`src/dnsrp_ram.sv`:
```
module dnsrp_ram #(
    parameter int WIDTH = 8,
    parameter int DEPTH = 512
) (
    input  logic                     i_clk,
    input  logic                     i_we,
    input  logic [$clog2(DEPTH)-1:0] i_waddr,
    input  logic [WIDTH-1:0]         i_wdata,
    input  logic [$clog2(DEPTH)-1:0] i_raddr,
    output logic [WIDTH-1:0]         o_rdata
);

    logic [WIDTH-1:0] r_mem [DEPTH];
    logic [WIDTH-1:0] r_rdata;

    always_ff @(posedge i_clk) begin
        if (i_we) begin
            r_mem[i_waddr] <= i_wdata;
        end
        r_rdata <= r_mem[i_raddr];
    end

    assign o_rdata = r_rdata;

endmodule

```
`config.mk`:
```
export PLATFORM = sky130hd
export DESIGN_NAME = dnsrp_ram
export DESIGN_NICKNAME = d
export VERILOG_FILES = /design/src/dnsrp_ram.sv
export SDC_FILE = /design/constraint.sdc
export NUM_CORES = 2
export LEC_CHECK = 0
export BUFFER_PORTS_ARGS = -buffer_cell sky130_fd_sc_hd__buf_2
export CORE_ASPECT_RATIO = 1.75
export CORE_MARGIN = 4
export CORE_UTILIZATION = 40
export DETAILED_ROUTE_END_ITERATION = 12
export GPL_ROUTABILITY_DRIVEN = 0
export PLACE_DENSITY = 0.66
export RECOVER_POWER = 25
export SLEW_MARGIN = 25
export SYNTH_ARGS = -nofsm -noshare
export SYNTH_HDL_FRONTEND = slang
export SYNTH_SLANG_ARGS = --single-unit
```
`constraint.sdc`:
```
create_clock -name i_clk -period 4.1 [get_ports i_clk]
set_clock_uncertainty 0.1 [all_clocks]
set_input_delay 1.23 -clock i_clk [delete_from_list [all_inputs] [get_ports i_clk]]
set_output_delay 1.23 -clock i_clk [all_outputs]
set_load 0.005 [all_outputs]
```
Word-level counts from Yosys, hierarchy flattened
Memories as Yosys holds them, arrays and structs flattened. A register that Yosys moved wholly into a read port is not among the register bits.
Index checks and enable logic that the tools add are counted.
W data, S select, Z words.
- memories kept: 1
- flip-flop bits (word level): 0
- memory bits (writable): 4096
- output and inout port bits: 8
- logic and storage cells: 3
- input port bits: 28
- muxes and demuxes: 2
- memory list (name ; depth ; bits a word ; read ports ; clocked after memory_dff ; write ports ; line ; RTL):
    r_mem ; 512 ; 8 ; 1 ; 1 ; 1 ; 13 ; logic [WIDTH-1:0] r_mem [DEPTH];
- operators with widths (kind ; number):
    $mux W1 ; 2

Logic depth before layout (Yosys ltp)
- word-level depth: 2
- mapped depth: 12
- gate-level depth less buffers: 7

Least setup slack after synthesis
OpenSTA, ideal clock, no wires.
- path type: input-to-reg
- start point: input port i_raddr[0]
- end point: register r_rdata[0] (netlist: o_rdata[0]), read port of r_mem
- required time: 3882 ps
- library setup time: 118 ps
- cell stages on the path: 10
- arrival time: 3084 ps
- buffers on the path: 4
- slack: 798 ps
- cell sequence: buf_4 -> buf_12 -> buf_12 -> buf_2 -> mux4_2 -> o21ai_0 -> nand3_1 -> nand4_1 -> o21ai_0 -> o2111a_1
- RTL lines (item ; line ; RTL):
    from (decl) ; 9 ; input logic [$clog2(DEPTH)-1:0] i_raddr,
    to (decl) ; 14 ; logic [WIDTH-1:0] r_rdata;

Worst setup path after layout
- start point: input port i_wdata[4]
- end point: memory r_mem[209][4] (data pin)
- RTL lines (item ; line ; RTL):
    from (decl) ; 8 ; input logic [WIDTH-1:0] i_wdata,
    to (decl) ; 13 ;
No word-level cell before the write port.

==> results_dict.tcl <==
set metrics [dict create \
    synthTopCellsByCount "4096 x edfxtp_1, 797 x mux2i_1, 654 x mux4_2" \
    netlist_instances 8030 \
    outcome "finished with violations" \
    max_slew_margin_pct -111 \
    drtPass1Iterations 6 \
    violations "capacitance limit, slew limit" \
    drc_errors 0 \
    cts_resized 0 \
    dr_total_vias 83700 \
    power_leakage_nw 58.5 \
    grt_overflow_total 0 \
    r2r_cells 8 \
    maxCapViolations 12 \
    synth-seq-cells 4104 \
    num_rows 306 \
    cts.sinks 4104 \
    critical_path.top_delay_family "buffers and inverters" \
    die_y_um 844 \
    worstSetupPathType "in -> reg" \
    routed_wl_um 445000 \
    die_area_um2 410000 \
    initialDrtViolationCount 9382 \
    synth.most_common_cell "edfxtp_1" \
    wl_per_cell_um 31.2 \
    clock_path_buffers 4 \
    worstReg2RegEnd "o_rdata[0]" \
    clk_pin_slew_ns 0.08 \
    hold_viol_final 0 \
    drive_above_1_share_pct 22.8 \
    synthDominantCellAreaShare_pct 76.9 \
    synthToLayoutAreaGrowth_pct 14.3 \
    crit_chain "clkbuf_1, buf_4" \
    synth_fp_nets 8058 \
    startpoint "i_wdata[4]" \
    power_density_nw_per_um2 453 \
    synth_ff_type "edfxtp_1" \
    avgViaCountPerCell 5.87 \
    crit_required_ns 4.57 \
    setup_slack_ns 0.241 \
    vdd_drop_max_uv 354 \
    cp_max_fo 72 \
    post_cts.repair.setup_buffers 0 \
    ant_nets 0 \
    clockRootBuffer "clkbuf_16" \
    grt_use_total_pct 21.2 \
    postCtsHoldBufs 0 \
    drv_slew 621 \
    ios 36 \
    portBuffers 35 \
    rsz0062_at_grt "no" \
    cts_tree "yes" \
    die_w_um 486 \
    min_period_over_period_pct 94.1 \
    start_util_pct 40.2 \
    synth-edff-count 4096 \
    synth.largest_area_cell "edfxtp_1" \
    cp_slowest_cell "clkbuf_1" \
    synth_area_um2 160000 \
    cts_buffers 327 \
    crit_path_end_kind "flip-flop" \
    min_to "o_rdata[4]" \
    antenna_found_initial 24 \
    max_stage_delay_ns 2.07 \
    hold_depth 6 \
    dpl_cell_area_um2 172000 \
    yosysSeqAreaShare_pct 77.0 \
    fin_crit_ns 3.86 \
    regToRegStartpoint "r_mem[158][0]" \
    hold_path.startpoint "r_mem[298][4]" \
    core_um2 397000 \
    hpwl_um 298000 \
    fmax_mhz 259 \
    ctsHtreeMaxLevel 5 \
    synth_async_sr_flop_share_pct 0 \
    synth_area_leaders "edfxtp_1 77%, mux4_2 9.2%, mux2i_1 5.0%" \
    synth_cell_type_count 51 \
    critical_path_buf_inv_count 2 \
    tightest_slew_ns 3.16 \
    cp_data_arrival_time_ns 4.33 \
    grt_pass1_wl_um 633000 \
    critPathLaunchType "input pin" \
    ff2ff_setup_slack_ns 1.19 \
    synth_warnings 0 \
    hold_class "reg -> reg" \
    dp_slack_ns -0.552 \
    finish.utilization_pct 46.0 \
    final_area_um2 183000 \
    grt_pass1_vias 86800 \
    syn_avg_cell_area_um2 19.9 \
    setup_viol_count_final 0 \
    clk_latency_ns 0.91 \
    grt_start_max_net_pins 114 \
    nNetsFinal 8797 \
]
report_power, final:
part | total (mW) | internal, mW | switching, mW | leakage, nW
logic | 4.70 | 1.64 | 3.07 | 16.5
clock network | 31.9 | 17.3 | 14.6 | 5.10
registers | 46.2 | 46.2 | 0.0575 | 36.9
total | 82.9 | 65.1 | 17.7 | 58.5
area by class of cell:
class | count | area [um^2]
Tap cell | 5236 | 6550
Timing Repair Buffer | 923 | 8440
Multi-Input combinational cell | 3410 | 34000
Sequential cell | 4104 | 123000
Clock buffer | 384 | 8590
Antenna cell | 10 | 25.0
Fill cell | 32900 | 215000
Inverter | 3 | 18.8
Clock inverter | 196 | 1980
cell usage in the layout, fill, tap and decap left out, types with 6 or more instances in the layout:
| cell type | instances |
|---|---|
| o41ai_1 | 7 |
| buf_12 | 132 |
| buf_2 | 23 |
| inv_6 | 15 |
| nor3b_1 | 7 |
| clkbuf_1 | 67 |
| mux2i_1 | 797 |
| nor4_1 | 36 |
| bufinv_16 | 35 |
| clkinv_2 | 38 |
| nor2_1 | 596 |
| and2_1 | 19 |
| o2111a_1 | 8 |
| nand4_1 | 32 |
| dfxtp_1 | 8 |
| clkbuf_2 | 15 |
| clkbuf_16 | 336 |
| diode_2 | 10 |
| o221ai_1 | 371 |
| edfxtp_1 | 4096 |
| clkinv_4 | 13 |
| a211oi_1 | 17 |
| or3_1 | 6 |
| clkinvlp_4 | 23 |
| o21ai_0 | 114 |
| o22ai_1 | 163 |
| buf_4 | 728 |
| a21oi_1 | 194 |
| nand2_1 | 97 |
| nor3_1 | 105 |
| mux4_2 | 654 |
| nand3_1 | 32 |
| nand2_4 | 12 |
| a22oi_1 | 61 |
| o31ai_1 | 13 |
| clkinv_1 | 68 |
flip-flops by register name, summed over array words and instances, names as in the netlist:
signal,count
o_rdata,8
r_mem,4096
worst max path at each step:
| stage | end | cells after the start |
|---|---|---|
| final | r_mem[209][4] | 2 |
| after global routing | r_mem[17][1] | 2 |
| after CTS | o_rdata[5] | 13 |
| after detailed placement | o_rdata[5] | 13 |
| after global placement | o_rdata[0] | 10 |
| after floorplan | o_rdata[0] | 10 |
through the flow:
stage / total power, mW / hold slack (ns) / setup TNS (ns) / cells
floorplan: 49.3 / 0.838 / 0 / 8030
global placement: 51.8 / 0.963 / -3.57 / 13700
detailed placement: 51.8 / 0.969 / -2.80 / 13700
CTS: 83.3 / 0.602 / 0 / 14300
global route: 85.1 / 0.995 / 0 / 14300
finish: 82.9 / 0.974 / 0 / 14300
logic make-up after synthesis:
group	synth area share, %
flops	77.0
mux	14.2
simple gates	2.63
compound gates	4.31
buf+inv	1.85
routing by layer:
metal	up-vias	wire (um)	track usage, %
li1	34800	-	-
met1	43700	145000	23.2
met2	4045	231000	37.7
met3	1144	30200	3.12
met4	12	38200	15.0
met5	-	76	0
(Power assumes the default switching activity.)
